**config.mk**
```make
export PLATFORM = sky130hd
export DESIGN_NAME = table_reply_row_counter_unit
export DESIGN_NICKNAME = d
export VERILOG_FILES = /design/src/rtl/tbrc_pkg.sv /design/src/rtl/tbrc_field.sv /design/src/rtl/tbrc_scan.sv /design/src/rtl/table_reply_row_counter_unit.sv
export SDC_FILE = /design/constraint.sdc
export NUM_CORES = 1
export LEC_CHECK = 0
export BUFFER_PORTS_ARGS = -buffer_cell sky130_fd_sc_hd__buf_2
export CAP_MARGIN = 5
export CORE_MARGIN = 2
export CORE_UTILIZATION = 51
export CTS_CLUSTER_DIAMETER = 30
export CTS_CLUSTER_SIZE = 28
export DETAILED_ROUTE_END_ITERATION = 6
export GPL_ROUTABILITY_DRIVEN = 1
export PLACE_DENSITY = 0.68
export SYNTH_ARGS = -nofsm -noshare
export SYNTH_HDL_FRONTEND = slang
export SYNTH_SLANG_ARGS = --single-unit
```
**constraint.sdc**
```tcl
create_clock -name i_clk -period 10.5 [get_ports i_clk]
set_input_delay 2.1 -clock i_clk [delete_from_list [all_inputs] [get_ports i_clk]]
set_output_delay 2.1 -clock i_clk [all_outputs]
set_load 0.02 [all_outputs]
```
**src/rtl/tbrc_pkg.sv**
```systemverilog
`timescale 1ns / 1ps
`default_nettype none
// ----------------------------------------------------------------------------
// tbrc_pkg
// shared types and constants of the table reply row counter
// ----------------------------------------------------------------------------
package tbrc_pkg;

    // scan phases, one-hot
    typedef enum logic [5:0] {
        PH_HEADER = 6'b000001,
        PH_SEEK   = 6'b000010,
        PH_ROWS   = 6'b000100,
        PH_TNUM   = 6'b001000,
        PH_TSUF   = 6'b010000,
        PH_DONE   = 6'b100000
    } t_phase;

    // first-field parser phases, one-hot
    typedef enum logic [3:0] {
        FP_WS     = 4'b0001,
        FP_SIGN   = 4'b0010,
        FP_DIGITS = 4'b0100,
        FP_JUNK   = 4'b1000
    } t_fphase;

    // result status codes
    localparam logic [1:0] ST_OK          = 2'd0;
    localparam logic [1:0] ST_NO_RULE     = 2'd1;
    localparam logic [1:0] ST_BAD_TRAILER = 2'd2;
    localparam logic [1:0] ST_MISMATCH    = 2'd3;

    // characters
    localparam logic [7:0] CH_NUL   = 8'h00;
    localparam logic [7:0] CH_TAB   = 8'h09;
    localparam logic [7:0] CH_LF    = 8'h0A;
    localparam logic [7:0] CH_VT    = 8'h0B;
    localparam logic [7:0] CH_FF    = 8'h0C;
    localparam logic [7:0] CH_CR    = 8'h0D;
    localparam logic [7:0] CH_SPACE = 8'h20;
    localparam logic [7:0] CH_PLUS  = 8'h2B;
    localparam logic [7:0] CH_DASH  = 8'h2D;
    localparam logic [7:0] CH_DOT   = 8'h2E;
    localparam logic [7:0] CH_ZERO  = 8'h30;
    localparam logic [7:0] CH_NINE  = 8'h39;
    localparam logic [7:0] CH_O     = 8'h6F;
    localparam logic [7:0] CH_R     = 8'h72;
    localparam logic [7:0] CH_S     = 8'h73;
    localparam logic [7:0] CH_W     = 8'h77;

    // trailer suffix " rows." has this many characters
    localparam logic [2:0] SUFFIX_LEN = 3'd6;

    localparam logic [62:0] ID_LIMIT = {63{1'b1}};

    // control from the scanner to the field parser
    typedef struct packed {
        logic feed;   // byte belongs to the first field of the first row
        logic clear;  // reply finished, back to reset values
    } t_field_ctl;

    // parsed first field, as seen after the current byte
    typedef struct packed {
        logic        int_ok;    // well formed integer of legal length
        logic        negative;
        logic        fits;      // value plus one stays within 63 bits
        logic [62:0] value;
    } t_field_view;

    function automatic logic is_digit(input logic [7:0] b);
        return (b >= CH_ZERO) && (b <= CH_NINE);
    endfunction

    // character of " rows." at position p
    function automatic logic [7:0] suffix_char(input logic [2:0] p);
        logic [7:0] c;
        unique case (p)
            3'd0:    c = CH_SPACE;
            3'd1:    c = CH_R;
            3'd2:    c = CH_O;
            3'd3:    c = CH_W;
            3'd4:    c = CH_S;
            3'd5:    c = CH_DOT;
            default: c = CH_NUL;
        endcase
        return c;
    endfunction

endpackage
`default_nettype wire

```
**src/rtl/tbrc_field.sv**
```systemverilog
`timescale 1ns / 1ps
`default_nettype none
// ----------------------------------------------------------------------------
// tbrc_field
// parses the first tab-separated field of the first row as a signed integer
// ----------------------------------------------------------------------------
module tbrc_field #(
    parameter int FIELD_LIMIT = 32
) (
    input  wire logic                 i_clk,
    input  wire logic                 i_rst_n,
    input  wire logic [7:0]           i_byte,
    input  wire tbrc_pkg::t_field_ctl i_ctl,
    output tbrc_pkg::t_field_view     o_view
);
    import tbrc_pkg::*;

    localparam int LW = $clog2(FIELD_LIMIT + 1);
    localparam logic [LW-1:0] LEN_MAX = LW'(FIELD_LIMIT);

    logic [LW-1:0] r_len, n_len, s_len;
    t_fphase       r_fp, n_fp, s_fp;
    logic          r_neg, n_neg, s_neg;
    logic          r_bad, n_bad, s_bad;
    logic [62:0]   r_val, n_val, s_val;
    logic [66:0]   prod;
    logic          take_digit;

    // value * 10 + digit
    assign prod = ({4'b0, r_val} << 3) + ({4'b0, r_val} << 1) + {63'b0, i_byte[3:0]};

    always_comb begin
        s_len      = r_len;
        s_fp       = r_fp;
        s_neg      = r_neg;
        s_bad      = r_bad;
        s_val      = r_val;
        take_digit = 1'b0;
        if (i_ctl.feed) begin
            if (r_len < LEN_MAX) begin
                s_len = r_len + LW'(1);
            end
            unique case (r_fp)
                FP_WS: begin
                    if (i_byte == CH_SPACE || i_byte == CH_VT ||
                        i_byte == CH_FF || i_byte == CH_CR) begin
                        s_fp = FP_WS;
                    end else if (i_byte == CH_PLUS || i_byte == CH_DASH) begin
                        s_neg = (i_byte == CH_DASH);
                        s_fp  = FP_SIGN;
                    end else if (is_digit(i_byte)) begin
                        s_fp       = FP_DIGITS;
                        take_digit = 1'b1;
                    end else begin
                        s_fp = FP_JUNK;
                    end
                end
                FP_SIGN, FP_DIGITS: begin
                    if (is_digit(i_byte)) begin
                        s_fp       = FP_DIGITS;
                        take_digit = 1'b1;
                    end else begin
                        s_fp = FP_JUNK;
                    end
                end
                default: s_fp = r_fp;
            endcase
            // once bad the value is never looked at again
            if (take_digit && !r_bad) begin
                s_val = prod[62:0];
                if (prod > {4'b0, ID_LIMIT}) begin
                    s_bad = 1'b1;
                end
            end
        end
    end

    always_comb begin
        o_view.int_ok   = (s_fp == FP_DIGITS) && (s_len != '0) && (s_len < LEN_MAX);
        o_view.negative = s_neg;
        o_view.fits     = !s_bad && (s_val < ID_LIMIT);
        o_view.value    = s_val;
    end

    always_comb begin
        if (i_ctl.clear) begin
            n_len = '0;
            n_fp  = FP_WS;
            n_neg = 1'b0;
            n_bad = 1'b0;
            n_val = '0;
        end else begin
            n_len = s_len;
            n_fp  = s_fp;
            n_neg = s_neg;
            n_bad = s_bad;
            n_val = s_val;
        end
    end

    always_ff @(posedge i_clk) begin
        if (!i_rst_n) begin
            r_len <= '0;
            r_fp  <= FP_WS;
            r_neg <= 1'b0;
            r_bad <= 1'b0;
            r_val <= '0;
        end else begin
            r_len <= n_len;
            r_fp  <= n_fp;
            r_neg <= n_neg;
            r_bad <= n_bad;
            r_val <= n_val;
        end
    end

endmodule
`default_nettype wire

```
**src/rtl/tbrc_scan.sv**
```systemverilog
`timescale 1ns / 1ps
`default_nettype none
// ----------------------------------------------------------------------------
// tbrc_scan
// line scanner: header, rule, row count and trailer check
// ----------------------------------------------------------------------------
module tbrc_scan #(
    parameter int COUNT_BITS = 16
) (
    input  wire logic                  i_clk,
    input  wire logic                  i_rst_n,
    input  wire logic                  i_step,
    input  wire logic                  i_eob,
    input  wire logic [7:0]            i_byte,
    output tbrc_pkg::t_field_ctl       o_fctl,
    output logic [1:0]                 o_status,
    output logic [COUNT_BITS:0]        o_rows
);
    import tbrc_pkg::*;

    localparam int CW = COUNT_BITS + 1;
    localparam logic [CW-1:0] CAP = CW'(1) << COUNT_BITS;

    t_phase         r_phase, n_phase, s_phase;
    logic           r_empty, n_empty, s_empty;
    logic           r_dash, n_dash, s_dash;
    logic [CW-1:0]  r_rows, n_rows, s_rows;
    logic [CW-1:0]  r_tval, n_tval, s_tval;
    logic [2:0]     r_tprog, n_tprog, s_tprog;
    logic           r_tdig, n_tdig, s_tdig;
    logic           r_fclosed, n_fclosed, s_fclosed;
    logic [1:0]     r_rstat, n_rstat, s_rstat;
    logic           r_ended, n_ended, s_ended;
    logic           consume;
    logic           is_lf;
    logic           clear;
    logic [CW+3:0]  tprod;
    logic [2:0]     tprog_inc;

    assign consume   = i_step && !r_ended && (i_byte != CH_NUL);
    assign is_lf     = (i_byte == CH_LF);
    assign clear     = i_step && i_eob;
    assign tprod     = ({4'b0, r_tval} << 3) + ({4'b0, r_tval} << 1)
                     + {{CW{1'b0}}, i_byte[3:0]};
    assign tprog_inc = r_tprog + 3'd1;

    always_comb begin
        s_phase   = r_phase;
        s_empty   = r_empty;
        s_dash    = r_dash;
        s_rows    = r_rows;
        s_tval    = r_tval;
        s_tprog   = r_tprog;
        s_tdig    = r_tdig;
        s_fclosed = r_fclosed;
        s_rstat   = r_rstat;
        s_ended   = r_ended || (i_step && (i_byte == CH_NUL));
        o_fctl.feed = 1'b0;
        if (consume) begin
            unique case (r_phase)
                PH_HEADER: begin
                    if (is_lf) begin
                        s_phase = PH_SEEK;
                        s_empty = 1'b1;
                        s_dash  = 1'b1;
                    end
                end
                PH_SEEK: begin
                    if (is_lf) begin
                        if (!r_empty && r_dash) begin
                            s_phase = PH_ROWS;
                        end
                        s_empty = 1'b1;
                        s_dash  = 1'b1;
                    end else begin
                        s_empty = 1'b0;
                        if (i_byte != CH_DASH) begin
                            s_dash = 1'b0;
                        end
                    end
                end
                PH_ROWS: begin
                    if (is_lf) begin
                        if (r_empty) begin
                            s_phase = PH_TNUM;
                            s_tval  = '0;
                            s_tdig  = 1'b0;
                        end else begin
                            s_fclosed = 1'b1;
                            if (r_rows < CAP) begin
                                s_rows = r_rows + CW'(1);
                            end
                        end
                        s_empty = 1'b1;
                        s_dash  = 1'b1;
                    end else begin
                        s_empty = 1'b0;
                        if (r_rows == '0 && !r_fclosed) begin
                            if (i_byte == CH_TAB) begin
                                s_fclosed = 1'b1;
                            end else begin
                                o_fctl.feed = 1'b1;
                            end
                        end
                    end
                end
                PH_TNUM: begin
                    if (is_digit(i_byte)) begin
                        // saturate at the cap, which flags overflow
                        s_tval = (tprod > {4'b0, CAP}) ? CAP : tprod[CW-1:0];
                        s_tdig = 1'b1;
                    end else if (i_byte == CH_SPACE && !r_tdig) begin
                        s_tdig = 1'b0;
                    end else if (i_byte == CH_SPACE) begin
                        s_phase = PH_TSUF;
                        s_tprog = 3'd1;
                    end else begin
                        s_phase = PH_DONE;
                        s_rstat = ST_BAD_TRAILER;
                    end
                end
                PH_TSUF: begin
                    if (i_byte == suffix_char(r_tprog)) begin
                        s_tprog = tprog_inc;
                        if (tprog_inc >= SUFFIX_LEN) begin
                            s_phase = PH_DONE;
                            s_rstat = (r_rows >= CAP || r_tval >= CAP ||
                                       r_rows != r_tval) ? ST_MISMATCH : ST_OK;
                        end
                    end else begin
                        s_phase = PH_DONE;
                        s_rstat = ST_BAD_TRAILER;
                    end
                end
                default: s_phase = r_phase;
            endcase
        end
        o_fctl.clear = clear;
    end

    // status as if the reply ended after this byte
    always_comb begin
        unique case (s_phase)
            PH_HEADER: o_status = ST_NO_RULE;
            PH_SEEK:   o_status = (!s_empty && s_dash) ? ST_BAD_TRAILER : ST_NO_RULE;
            PH_DONE:   o_status = s_rstat;
            default:   o_status = ST_BAD_TRAILER;
        endcase
    end

    assign o_rows = s_rows;

    always_comb begin
        if (clear) begin
            n_phase   = PH_HEADER;
            n_empty   = 1'b1;
            n_dash    = 1'b1;
            n_rows    = '0;
            n_tval    = '0;
            n_tprog   = '0;
            n_tdig    = 1'b0;
            n_fclosed = 1'b0;
            n_rstat   = ST_OK;
            n_ended   = 1'b0;
        end else begin
            n_phase   = s_phase;
            n_empty   = s_empty;
            n_dash    = s_dash;
            n_rows    = s_rows;
            n_tval    = s_tval;
            n_tprog   = s_tprog;
            n_tdig    = s_tdig;
            n_fclosed = s_fclosed;
            n_rstat   = s_rstat;
            n_ended   = s_ended;
        end
    end

    always_ff @(posedge i_clk) begin
        if (!i_rst_n) begin
            r_phase   <= PH_HEADER;
            r_empty   <= 1'b1;
            r_dash    <= 1'b1;
            r_rows    <= '0;
            r_tval    <= '0;
            r_tprog   <= '0;
            r_tdig    <= 1'b0;
            r_fclosed <= 1'b0;
            r_rstat   <= ST_OK;
            r_ended   <= 1'b0;
        end else begin
            r_phase   <= n_phase;
            r_empty   <= n_empty;
            r_dash    <= n_dash;
            r_rows    <= n_rows;
            r_tval    <= n_tval;
            r_tprog   <= n_tprog;
            r_tdig    <= n_tdig;
            r_fclosed <= n_fclosed;
            r_rstat   <= n_rstat;
            r_ended   <= n_ended;
        end
    end

endmodule
`default_nettype wire

```
**src/rtl/table_reply_row_counter_unit.sv**
```systemverilog
`timescale 1ns / 1ps
`default_nettype none
// ----------------------------------------------------------------------------
// table_reply_row_counter_unit
// checks a byte-wide text reply for a table and reports row count and next id
// ----------------------------------------------------------------------------
//
//  channel  | handshake          | word
//  ---------+--------------------+----------------------------------------------
//  input    | i_valid / o_stall  | i_data_byte, i_end_of_body
//  output   | o_valid / i_stall  | o_status, o_row_count, o_next_id, o_id_error
//
//  one byte per cycle while o_stall is low; a byte waits in the input register
//  and is folded into the scan state at the edge that loads the result register,
//  so a result is registered as its end_of_body byte leaves the input register
//  ordinary bytes keep flowing while a result waits; only an end_of_body byte
//  held while the result register is full and stalled stalls the input
//  synchronous active-low reset clears all control state and the scan
//  ----------------------------------------------------------------------------
module table_reply_row_counter_unit #(
    parameter int COUNT_BITS  = 16,
    parameter int FIELD_LIMIT = 32
) (
    input  wire logic        i_clk,
    input  wire logic        i_rst_n,
    // input channel
    input  wire logic        i_valid,
    output logic             o_stall,
    input  wire logic [7:0]  i_data_byte,
    input  wire logic        i_end_of_body,
    // output channel
    output logic             o_valid,
    input  wire logic        i_stall,
    output logic [1:0]       o_status,
    output logic [15:0]      o_row_count,
    output logic [62:0]      o_next_id,
    output logic             o_id_error
);
    import tbrc_pkg::*;

    localparam int CW = COUNT_BITS + 1;

    // input register
    logic        r_in_valid, n_in_valid;
    logic [7:0]  r_in_byte;
    logic        r_in_eob;

    // result register
    logic        r_out_valid, n_out_valid;
    logic [1:0]  r_status;
    logic [15:0] r_count;
    logic [62:0] r_id;
    logic        r_err;

    logic              accept;
    logic              advance;
    logic              emit;
    t_field_ctl        fctl;
    t_field_view       fview;
    logic [1:0]        scan_status;
    logic [CW-1:0]     rows;
    logic [CW+15:0]    rows_wide;
    logic [15:0]       res_count;
    logic [62:0]       res_id;
    logic              res_err;

    // the held byte moves on unless it ends a reply and the result slot is blocked
    assign advance = r_in_valid && (!r_in_eob || !r_out_valid || !i_stall);
    assign emit    = advance && r_in_eob;
    assign o_stall = r_in_valid && !advance;
    assign accept  = i_valid && !o_stall;

    always_comb begin
        n_in_valid = r_in_valid;
        if (accept) begin
            n_in_valid = 1'b1;
        end else if (advance) begin
            n_in_valid = 1'b0;
        end
    end

    always_ff @(posedge i_clk) begin
        if (!i_rst_n) begin
            r_in_valid <= 1'b0;
        end else begin
            r_in_valid <= n_in_valid;
        end
    end

    always_ff @(posedge i_clk) begin
        if (accept) begin
            r_in_byte <= i_data_byte;
            r_in_eob  <= i_end_of_body;
        end
    end

    tbrc_scan #(
        .COUNT_BITS (COUNT_BITS)
    ) u_scan (
        .i_clk    (i_clk),
        .i_rst_n  (i_rst_n),
        .i_step   (advance),
        .i_eob    (r_in_eob),
        .i_byte   (r_in_byte),
        .o_fctl   (fctl),
        .o_status (scan_status),
        .o_rows   (rows)
    );

    tbrc_field #(
        .FIELD_LIMIT (FIELD_LIMIT)
    ) u_field (
        .i_clk   (i_clk),
        .i_rst_n (i_rst_n),
        .i_byte  (r_in_byte),
        .i_ctl   (fctl),
        .o_view  (fview)
    );

    // low 16 bits of the row count, whatever the counter width
    assign rows_wide = {16'b0, rows};

    // result word from the state as it stands after the last byte
    always_comb begin
        res_count = '0;
        res_id    = '0;
        res_err   = 1'b1;
        if (scan_status == ST_OK) begin
            res_count = rows_wide[15:0];
            if (rows == '0) begin
                // no rows: ids start at one
                res_id  = 63'd1;
                res_err = 1'b0;
            end else if (fview.int_ok) begin
                if (fview.negative) begin
                    res_id  = 63'd1;
                    res_err = 1'b0;
                end else if (fview.fits) begin
                    res_id  = fview.value + 63'd1;
                    res_err = 1'b0;
                end
            end
        end
    end

    always_comb begin
        n_out_valid = r_out_valid;
        if (emit) begin
            n_out_valid = 1'b1;
        end else if (!i_stall) begin
            n_out_valid = 1'b0;
        end
    end

    always_ff @(posedge i_clk) begin
        if (!i_rst_n) begin
            r_out_valid <= 1'b0;
        end else begin
            r_out_valid <= n_out_valid;
        end
    end

    always_ff @(posedge i_clk) begin
        if (emit) begin
            r_status <= scan_status;
            r_count  <= res_count;
            r_id     <= res_id;
            r_err    <= res_err;
        end
    end

    assign o_valid     = r_out_valid;
    assign o_status    = r_status;
    assign o_row_count = r_count;
    assign o_next_id   = r_id;
    assign o_id_error  = r_err;

endmodule
`default_nettype wire

```
* Yosys cells after proc, flatten, opt, wreduce, memory -nomap -nowiden
Cells that the tools add are included.
** Storage, ports and cells
- Output and inout bits :: 84
- Register bits :: 218
- Logic and storage cells :: 239
- Bits of input ports :: 13
** Operators by class
- $lt $le $gt $ge :: 11
- Bitwise logic cells :: 4
- $add $sub $neg :: 8
- Muxes and demuxes :: 96
- Eq/ne operators :: 38
- Reductions and logical operators :: 58
** Operators with widths (count)
- two-way mux 17 bit :: 9
- two-way mux 63 bit :: 2
- two-way mux 6 bit :: 13
- adder 66 x 64 -> 67 bit :: 1
- adder 67 x 4 -> 67 bit :: 1
- greater-than comparator 67 x 63 -> 1 bit, second input constant :: 1
- adder 63 x 1 -> 63 bit, second input constant :: 1
- less-than comparator 63 bit, second input constant :: 1
- two-way mux 1 bit :: 43
- case mux 7 bit (6 select lines) :: 1
- equality test 8 x 4 -> 1 bit, second input constant :: 5
- greater-or-equal comparator 17 bit, second input constant :: 2
- zero test 17 bit :: 2
- case mux 17 bit (2 select lines) :: 1
- case mux 6 bit (5 select lines) :: 1
- equality test 8 x 6 -> 1 bit, second input constant :: 3
- adder 20 x 18 -> 21 bit :: 1
- adder 21 x 4 -> 21 bit :: 1
- greater-than comparator 21 x 17 -> 1 bit, second input constant :: 1
- adder 17 x 1 -> 17 bit, second input constant :: 1
- less-than comparator 17 bit, second input constant :: 1
- inequality test 17 bit :: 1
- logical AND 1 bit :: 16
- two-way mux 2 bit :: 8
- 44 further kinds :: 98

* Longest topological paths before layout
Gate-level depths: netlist (run 1).
- Word-level depth :: 17
- Mapped depth :: 26

* By module
From an unflattened synthesis (run 1), not the netlist that was laid out.
** Unflattened totals
- Cells, all modules :: 2023
- Area, all modules :: 17227.8 um^2
** Modules (own cells, without submodules)
- tbrc_field :: cells an instance 1103, instances 1, area each 8261.7 um^2
- table_reply_row_counter_unit :: cells an instance 415, instances 1, area each 4734.5 um^2
- tbrc_scan :: cells an instance 505, instances 1, area each 4231.6 um^2

* Worst setup path before layout (run 1)
OpenSTA, ideal clock, no wires.
- Path kind :: in2reg
- From :: input i_stall
- To :: register u_scan.r_tval[0]
- Arrival :: 7.604 ns
- Buffers on the path :: 2
- Cell stages on the path :: 6
- Setup time :: 0.117 ns
- Path slack :: 2.779 ns
- Path through :: a21oi_1 -> nor2b_1 -> and2_1 -> clkbuf_1 -> clkbuf_1 -> a22o_1
** Between the ends
- Cells in the longest elaborated chain, start to end :: 6
** Ends and longest elaborated chain
- start, declared :: RTL line table_reply_row_counter_unit.sv:33 : input wire logic i_stall,
- zero test 1 bit (*)
- logical OR 1 bit (*) :: RTL line table_reply_row_counter_unit.sv:68 : assign advance = r_in_valid && (!r_in_eob || !r_out_valid || !i_stall);
- logical AND 1 bit (*) :: RTL line table_reply_row_counter_unit.sv:68
- logical AND 1 bit (2 in a row) :: RTL line tbrc_scan.sv:40 : assign consume = i_step && !r_ended && (i_byte != CH_NUL);
- AND reduction 5 bit (no line)
- end signal, assigned :: RTL line tbrc_scan.sv:196 : r_tval <= n_tval;
- end, declared :: RTL line tbrc_scan.sv:28 : logic [CW-1:0] r_tval, n_tval, s_tval;
Mark *: on every way between the ends. The rest lies on a longest branch, timed or not.
A chain may end at the register's enable or synchronous reset.

* Worst setup path after layout (run 1)
- From :: register r_in_byte[3]
- To :: register r_id[26] (netlist: o_next_id[26]), data pin
** Between the ends
- Cells in the longest elaborated chain, start to end :: 14
** Ends and longest elaborated chain
- start, declared :: RTL line table_reply_row_counter_unit.sv:45 : logic [7:0] r_in_byte;
- start signal, assigned :: RTL line table_reply_row_counter_unit.sv:92 : r_in_byte <= i_data_byte;
- greater-or-equal comparator 8 x 6 -> 1 bit, or another cell as far along :: RTL line tbrc_pkg.sv:71 : return (b >= CH_ZERO) && (b <= CH_NINE);
- logical AND 1 bit / logical OR 1 bit (equally long branches) :: RTL line tbrc_pkg.sv:71, tbrc_field.sv:45
- two-way mux 1 bit / logical OR 1 bit (equally long branches) :: RTL line tbrc_field.sv:51, tbrc_field.sv:59, tbrc_field.sv:45
- two-way mux 1 bit / logical OR 1 bit (equally long branches) :: RTL line tbrc_field.sv:48, tbrc_field.sv:46
- two-way mux 1 bit :: RTL line tbrc_field.sv:45 : if (i_byte == CH_SPACE || i_byte == CH_VT ||
- case mux 1 bit (2 select lines) :: RTL line tbrc_field.sv:43 : unique case (r_fp)
- two-way mux 1 bit :: RTL line tbrc_field.sv:39 : if (i_ctl.feed) begin
- logical AND 1 bit :: RTL line tbrc_field.sv:69 : if (take_digit && !r_bad) begin
- two-way mux 63 bit / two-way mux 1 bit (equally long branches) :: RTL line tbrc_field.sv:69
- two-way mux 63 bit / two-way mux 1 bit (equally long branches) :: RTL line tbrc_field.sv:39
- less-than comparator 63 bit / zero test 1 bit (equally long branches) :: RTL line tbrc_field.sv:81 : o_view.fits = !s_bad && (s_val < ID_LIMIT);
- logical AND 1 bit :: RTL line tbrc_field.sv:81
- NOT 1 bit (no line)
- OR reduction 5 bit (no line)
- end signal, assigned :: RTL line table_reply_row_counter_unit.sv:167 : r_id <= res_id;
- end, declared :: RTL line table_reply_row_counter_unit.sv:52 : logic [62:0] r_id;
Several ways; a longest one is shown, not always the timed one. The select of a mux whose other input is x is not followed.

==> summary.txt, run 1 <==
outcome - completed
CTS Buffer Depth - 3
Post-synth EDFFs - 91
IO Count - 97
CTS Sinks - 218
site row count - 68
Post CTS Setup Buffer Count - 0
Area Overhead vs Synth - 13.8%
worst hold margin - 0.509 ns
final hold vios - 0
Final Slew Violations - 0
largest net degree at the start of global routing - 95
RR Startpoint - r_in_byte[3]
setup violators final - 0
Worst Path Max Fanout - 53
Tightest Pin Transition - 1.20 ns
TritonCTS clock tree - yes
Total Power - 2.55 mW
share of cells above drive strength 1 - 0.151
cts hold-fix bufs - 0
CP Data Required Time - 10.84 ns
max-cap violation count - 0
fin crit period - 7.45 ns
initial drt markers - 1250
reg2reg setup slack - 3.05 ns
diode count - 0
endpoint class of the critical path - register
switching pwr - 0.596 mW
ys async rst share - 0
peak supply drop - 0.000122 V
Fmax - 134 MHz
pre-CTS setup slack - 3.09 ns
gpl congestion - 0.980
synth unique cells - 118
post_cts resized - 0
dpl hpwl - 38300 um
switching part of the total power - 0.234
initial antenna violation count - 1
clk slew on worst S/H paths - 0.05 ns
First-pass DRT Iterations - 6
post-DR wirelength/cell - 19.3 um
global-route wire length before repair - 81300 um
period utilisation layout - 0.709
syn_nets - 2249
sequential-to-total area share from yosys stat - 0.297
Layout fillers - 3088
final net count - 2326
Final ANT Viol Nets - 0
Clock Tree Root - clkbuf_16
number of remaining DRC errors - 0
routed vias/inst - 6.09
final worst setup slack - 3.05 ns
GR Util All Layers - 0.280
initial core utilization - 0.516
grt ovf - 0
CTS Buf Count - 52
vias in the first global route - 15.5k
Mapped Area - 17700 um^2
hold depth - 2
Synth Area per Inst - 8.60 um^2
Clock Power Share - 0.629
Worst Hold Class - register to register
Cell Pwr Density - 126 nW/um^2
Core Region - 34400 um^2
die area - 36300 um^2
setup TNS - 0 ns
number of cells on the worst reg-to-reg path - 18
Hold Crit Start - u_scan.r_rstat[1]
leak pwr - 8.20 nW
relative slew slack - 0.201
Die X - 191 um
Cells after Synth - 2063
Hold Path End - u_scan.r_rstat[1]
Post-synth top flop - dfxtp_1
routed wire length - 50900 um
Synth Register Bits - 218
latest clock arrival within the worst-skew pair - 0.59 ns
Reg-to-Reg End - o_next_id[26]
final design utilization - 0.588
Int Pwr - 1.95 mW
Setup CP Type - register to register
skew final - 0.0263 ns
Gate power share - 0.019
critical path launch point type - register
RSZ-0062 raised after global routing - false
Synth warnings - 0
PortBufs - 96
vias - 16.1k
Die Y - 191 um
arrival time worst endpoint - 7.79 ns
CTS H-tree depth - 2
sequential share of power - 0.351
worst max path at each step:
stage | startpoint | to | depth (start not counted) | slack, ns
after floorplan | i_stall | u_scan.r_tval[0] | 6 | 2.78
after global placement | r_in_byte[3] | o_next_id[26] | 18 | 3.25
after detailed placement | r_in_byte[3] | o_next_id[26] | 18 | 3.09
after CTS | r_in_byte[3] | o_next_id[26] | 18 | 3.10
after global routing | r_in_byte[3] | o_next_id[26] | 18 | 2.66
final | r_in_byte[3] | o_next_id[26] | 18 | 3.05
layout by cell type, fill, tap and decap left out, types with 27 or more instances in the layout:
master	n
nand3_1	60
buf_2	96
nor3_1	64
mux2i_1	33
inv_1	45
or3_1	27
xnor2_1	73
dfxtp_1	127
xor2_1	72
ha_1	169
nor2_1	240
nand2_1	162
nand4_1	54
edfxtp_1	91
and2_1	32
a21oi_1	145
clkbuf_16	52
nor2_2	57
o21ai_0	97
through the flow:
step / cells / area, um^2
2_1_floorplan: 2063 / 17700
3_3_place_gp: 2541 / 18400
3_5_place_dp: 2541 / 18400
4_1_cts: 2639 / 20200
5_1_grt: 2639 / 20200
6_report: 2639 / 20200
synthesized netlist by cell type, drive strengths merged (18+ instances only):
cell      n  area, um^2
buf      50         332
a31oi    21         153
nor2    298        1270
edfxtp   91        2730
nand2   164         626
xnor2    74         656
a211oi   18         140
nor3     76         459
dfxtp   127        2540
a22o     19         166
xor2     72         631
a21oi   153         800
o21ai   105         529
or3      30         203
mux2i    34         344
nand3    63         330
ha      169        2110
nand4    58         397
nor4     26         169
and3     24         150
a21o     26         195
inv      45         169
and2     34         215
o21a     20         150
clkbuf   30         114
layer usage:
layer / GRT usage / part of all wire / vias to the layer above
met5: 0 / 0.00035 / -
met4: 0.143 / 0.046 / 2
met3: 0.0444 / 0.057 / 137
met2: 0.456 / 0.46 / 560
met1: 0.359 / 0.43 / 7578
li1: - / - / 7806
worst max-delay path, cell delays in order, from the launching register on:
cell	delay, ns
edfxtp_1	0.65
inv_1	0.31
fa_1	0.60
inv_1	0.07
fa_1	0.48
a211o_1	0.38
a21o_1	0.24
o211ai_1	0.46
nand2_1	0.18
o21bai_1	0.39
xnor2_1	0.22
mux2i_1	0.23
a21oi_1	0.29
nand3_1	0.18
nor4_1	0.86
nand3_2	0.24
o311ai_4	0.80
buf_12	0.38
and3b_1	0.23
final cells by class:
| cell class | instances | area (um^2) | share of cell area |
|---|---|---|---|
| Multi-Input combinational cell | 1720 | 11900 | 0.588 |
| Sequential cell | 218 | 5280 | 0.261 |
| Clock buffer | 58 | 1340 | 0.0665 |
| Tap cell | 455 | 569 | 0.0282 |
| Timing Repair Buffer | 103 | 546 | 0.0270 |
| Clock inverter | 40 | 422 | 0.0209 |
| Inverter | 45 | 169 | 0.00836 |
power groups by stage:
| stage | logic (mW) | clock network [mW] | registers [mW] |
|---|---|---|---|
| after floorplan | 0.0319 | 0 | 0.912 |
| after global placement | 0.0486 | 0 | 0.912 |
| after CTS | 0.0498 | 1.63 | 0.896 |
| final | 0.0496 | 1.60 | 0.896 |
| after global routing | 0.0541 | 1.66 | 0.896 |
| after detailed placement | 0.0497 | 0 | 0.912 |
state kept, by name, indices dropped and copies added, names as in the netlist, 2 cells and up:
name and count:
o_row_count 16, r_in_byte 8, u_field.r_len 6, u_field.r_fp 4, u_field.r_val 63, u_scan.r_tval 17, o_status 2, u_scan.r_rows 17
u_scan.r_tprog 3, o_next_id 63, u_scan.r_phase 6, u_scan.r_rstat 2
kinds of logic (layout without fill, tap and decap cells):
logic type / Yosys count / after routing / share of synthesized area
compound gates: 490 / 490 / 0.189
buf+inv: 125 / 246 / 0.0346
fa+ha+maj: 173 / 173 / 0.124
flops: 218 / 218 / 0.297
mux: 37 / 37 / 0.0213
xor+xnor: 146 / 146 / 0.0725
simple gates: 874 / 874 / 0.262
(Power assumes the default switching activity.)
==> run 2, diff against run 1 <==
PLACE_DENSITY = 0.71   (was 0.68)
clock period = 6.4 ns   (was 10.5 ns; I/O delays follow)
==> run 2 against run 1 <==
Against the previous run:
- combinational power increased by 79%
- design area increased by 0.42%
- maximum frequency increased by 22%
- sequential share of layout area decreased by 0.11 points
- global-route usage increased by 0.68 points
- largest cell class unchanged
==> summary.txt, run 2 (synthesis results as in run 1) <==
TritonCTS clock tree - yes
Final Slew Violations - 0
relative slew slack - 0.440
outcome - completed
latest clock arrival within the worst-skew pair - 0.60 ns
Die X - 191 um
IO Count - 97
Setup CP Type - register to register
met1 usage - 0.390
Final ANT Viol Nets - 0
Core Region - 34400 um^2
leak pwr - 8.28 nW
CP Data Required Time - 6.75 ns
reg2reg setup slack - 0.31 ns
Die Y - 191 um
First-pass DRT Iterations - 5
final hold vios - 0
RSZ-0062 raised after global routing - false
commonest non-fill, non-tap cell in the layout - nor2_1
number of remaining DRC errors - 0
site row count - 68
Setup crit start - r_in_byte[3]
CTS Sinks - 218
critical path launch point type - register
final net count - 2337
max-cap violation count - 0
grt met3 use - 0.0438
Layout fillers - 3045
RR Startpoint - r_in_byte[3]
dpl hpwl - 39100 um
Reg-to-Reg End - o_next_id[26]
setup violators final - 0
most frequent cells in the layout - nor2_1, ha_1, nand2_1, a21oi_1, dfxtp_1
Fmax - 164 MHz
gpl congestion - 0.978
CTS Buf Count - 48
endpoint class of the critical path - register
global-route wire length before repair - 83200 um
Worst Path Max Fanout - 54
routed vias/inst - 6.16
setup TNS - 0 ns
arrival time worst endpoint - 6.43 ns
largest net degree at the start of global routing - 58
clk slew on worst S/H paths - 0.06 ns
GR Layer Usage met2 - 0.463
post-DR wirelength/cell - 19.6 um
Cell Pwr Density - 204 nW/um^2
CTS Buffer Depth - 3
cts hold-fix bufs - 0
period utilisation layout - 0.951
PortBufs - 96
fin crit period - 6.09 ns
initial antenna violation count - 0
Setup crit end - o_next_id[26]
skew final - 0.0400 ns
worst hold margin - 0.501 ns
number of cells on the worst reg-to-reg path - 19
share of cells above drive strength 1 - 0.157
diode count - 0
GR Util All Layers - 0.287
vias - 16.3k
die area - 36300 um^2
peak supply drop - 0.000189 V
initial drt markers - 1611
routed wire length - 51900 um
initial core utilization - 0.516
vias in the first global route - 15.4k
CTS H-tree depth - 2
Area Overhead vs Synth - 14.3%
Clock Tree Root - clkbuf_16
Tightest Pin Transition - 0.841 ns
Worst Hold Class - register to register
grt ovf - 0
gr busiest metal - met2
[run 2: cell types whose count changed in the layout (fill, tap and decap cells not counted), sizes merged]
cell      previous run  this run
clkinvlp            12         7
clkbuf              58        56
buf                103       118
inv                 52        53
clkinv              16        14
[run 2: worst min-delay path by stage]
stage | startpoint | depth (start not counted) | to | slack, ns
3_5_place_dp | u_scan.r_fclosed | 2 | u_scan.r_fclosed | 0.49
5_1_grt | u_scan.r_fclosed | 2 | u_scan.r_fclosed | 0.52
3_3_place_gp | u_scan.r_fclosed | 2 | u_scan.r_fclosed | 0.45
4_1_cts | u_scan.r_fclosed | 2 | u_scan.r_fclosed | 0.50
2_1_floorplan | u_scan.r_fclosed | 2 | u_scan.r_fclosed | 0.44
6_report | u_field.r_fp[0] | 2 | u_field.r_fp[0] | 0.50
[run 2: final cells by class]
type / instances / area [um^2] / area share
clock inverters: 34 / 404 / 0.0199
multi-input cells: 1720 / 11900 / 0.586
repair buffers: 118 / 671 / 0.0331
inverters: 45 / 169 / 0.00833
clock buffers: 56 / 1310 / 0.0647
well taps: 455 / 569 / 0.0281
flip-flops and latches: 218 / 5280 / 0.260
[run 2: where the power goes]
group | total (mW) | internal [mW] | leakage (nW) | switching [mW]
registers | 1.47 | 1.46 | 1.99 | 0.00966
clock network | 2.58 | 1.69 | 0.826 | 0.889
logic | 0.0889 | 0.0234 | 5.46 | 0.0654
[run 2: through the flow]
step	cells	utilization	setup slack [ns]	instance area [um^2]	power, mW
after floorplan	2063	-	0.941	17700	1.55
after global placement	2556	0.540	0.544	18600	1.58
after detailed placement	2556	0.540	0.432	18600	1.58
after CTS	2646	0.590	0.397	20300	4.17
after global routing	2646	0.590	0.0437	20300	4.24
final	2646	0.590	0.314	20300	4.14
[run 2: metal layers]
layer	part of all wire	vias to the layer above
met2	0.46	551
li1	-	7838
met5	0	-
met3	0.060	109
met1	0.45	7796
met4	0.030	0
[run 2: critical path, stage by stage (launching register included)]
cell	delay (ns)
edfxtp_1	0.33
inv_1	0.15
fa_1	0.57
inv_1	0.07
fa_1	0.47
a211o_1	0.37
a21o_1	0.23
o211ai_1	0.23
buf_4	0.19
nand2_1	0.10
o21bai_1	0.45
o221ai_1	0.24
xor2_1	0.27
nand4_1	0.14
a22oi_1	0.28
o211ai_2	0.25
or4b_4	0.56
o311ai_4	0.30
buf_12	0.34
and3b_1	0.22
[run 2: what timing repair did]
item,4_1_cts,5_1_grt
setup buffers,0,0
gates resized for setup,0,1
endpoints found under the setup margin,0,1
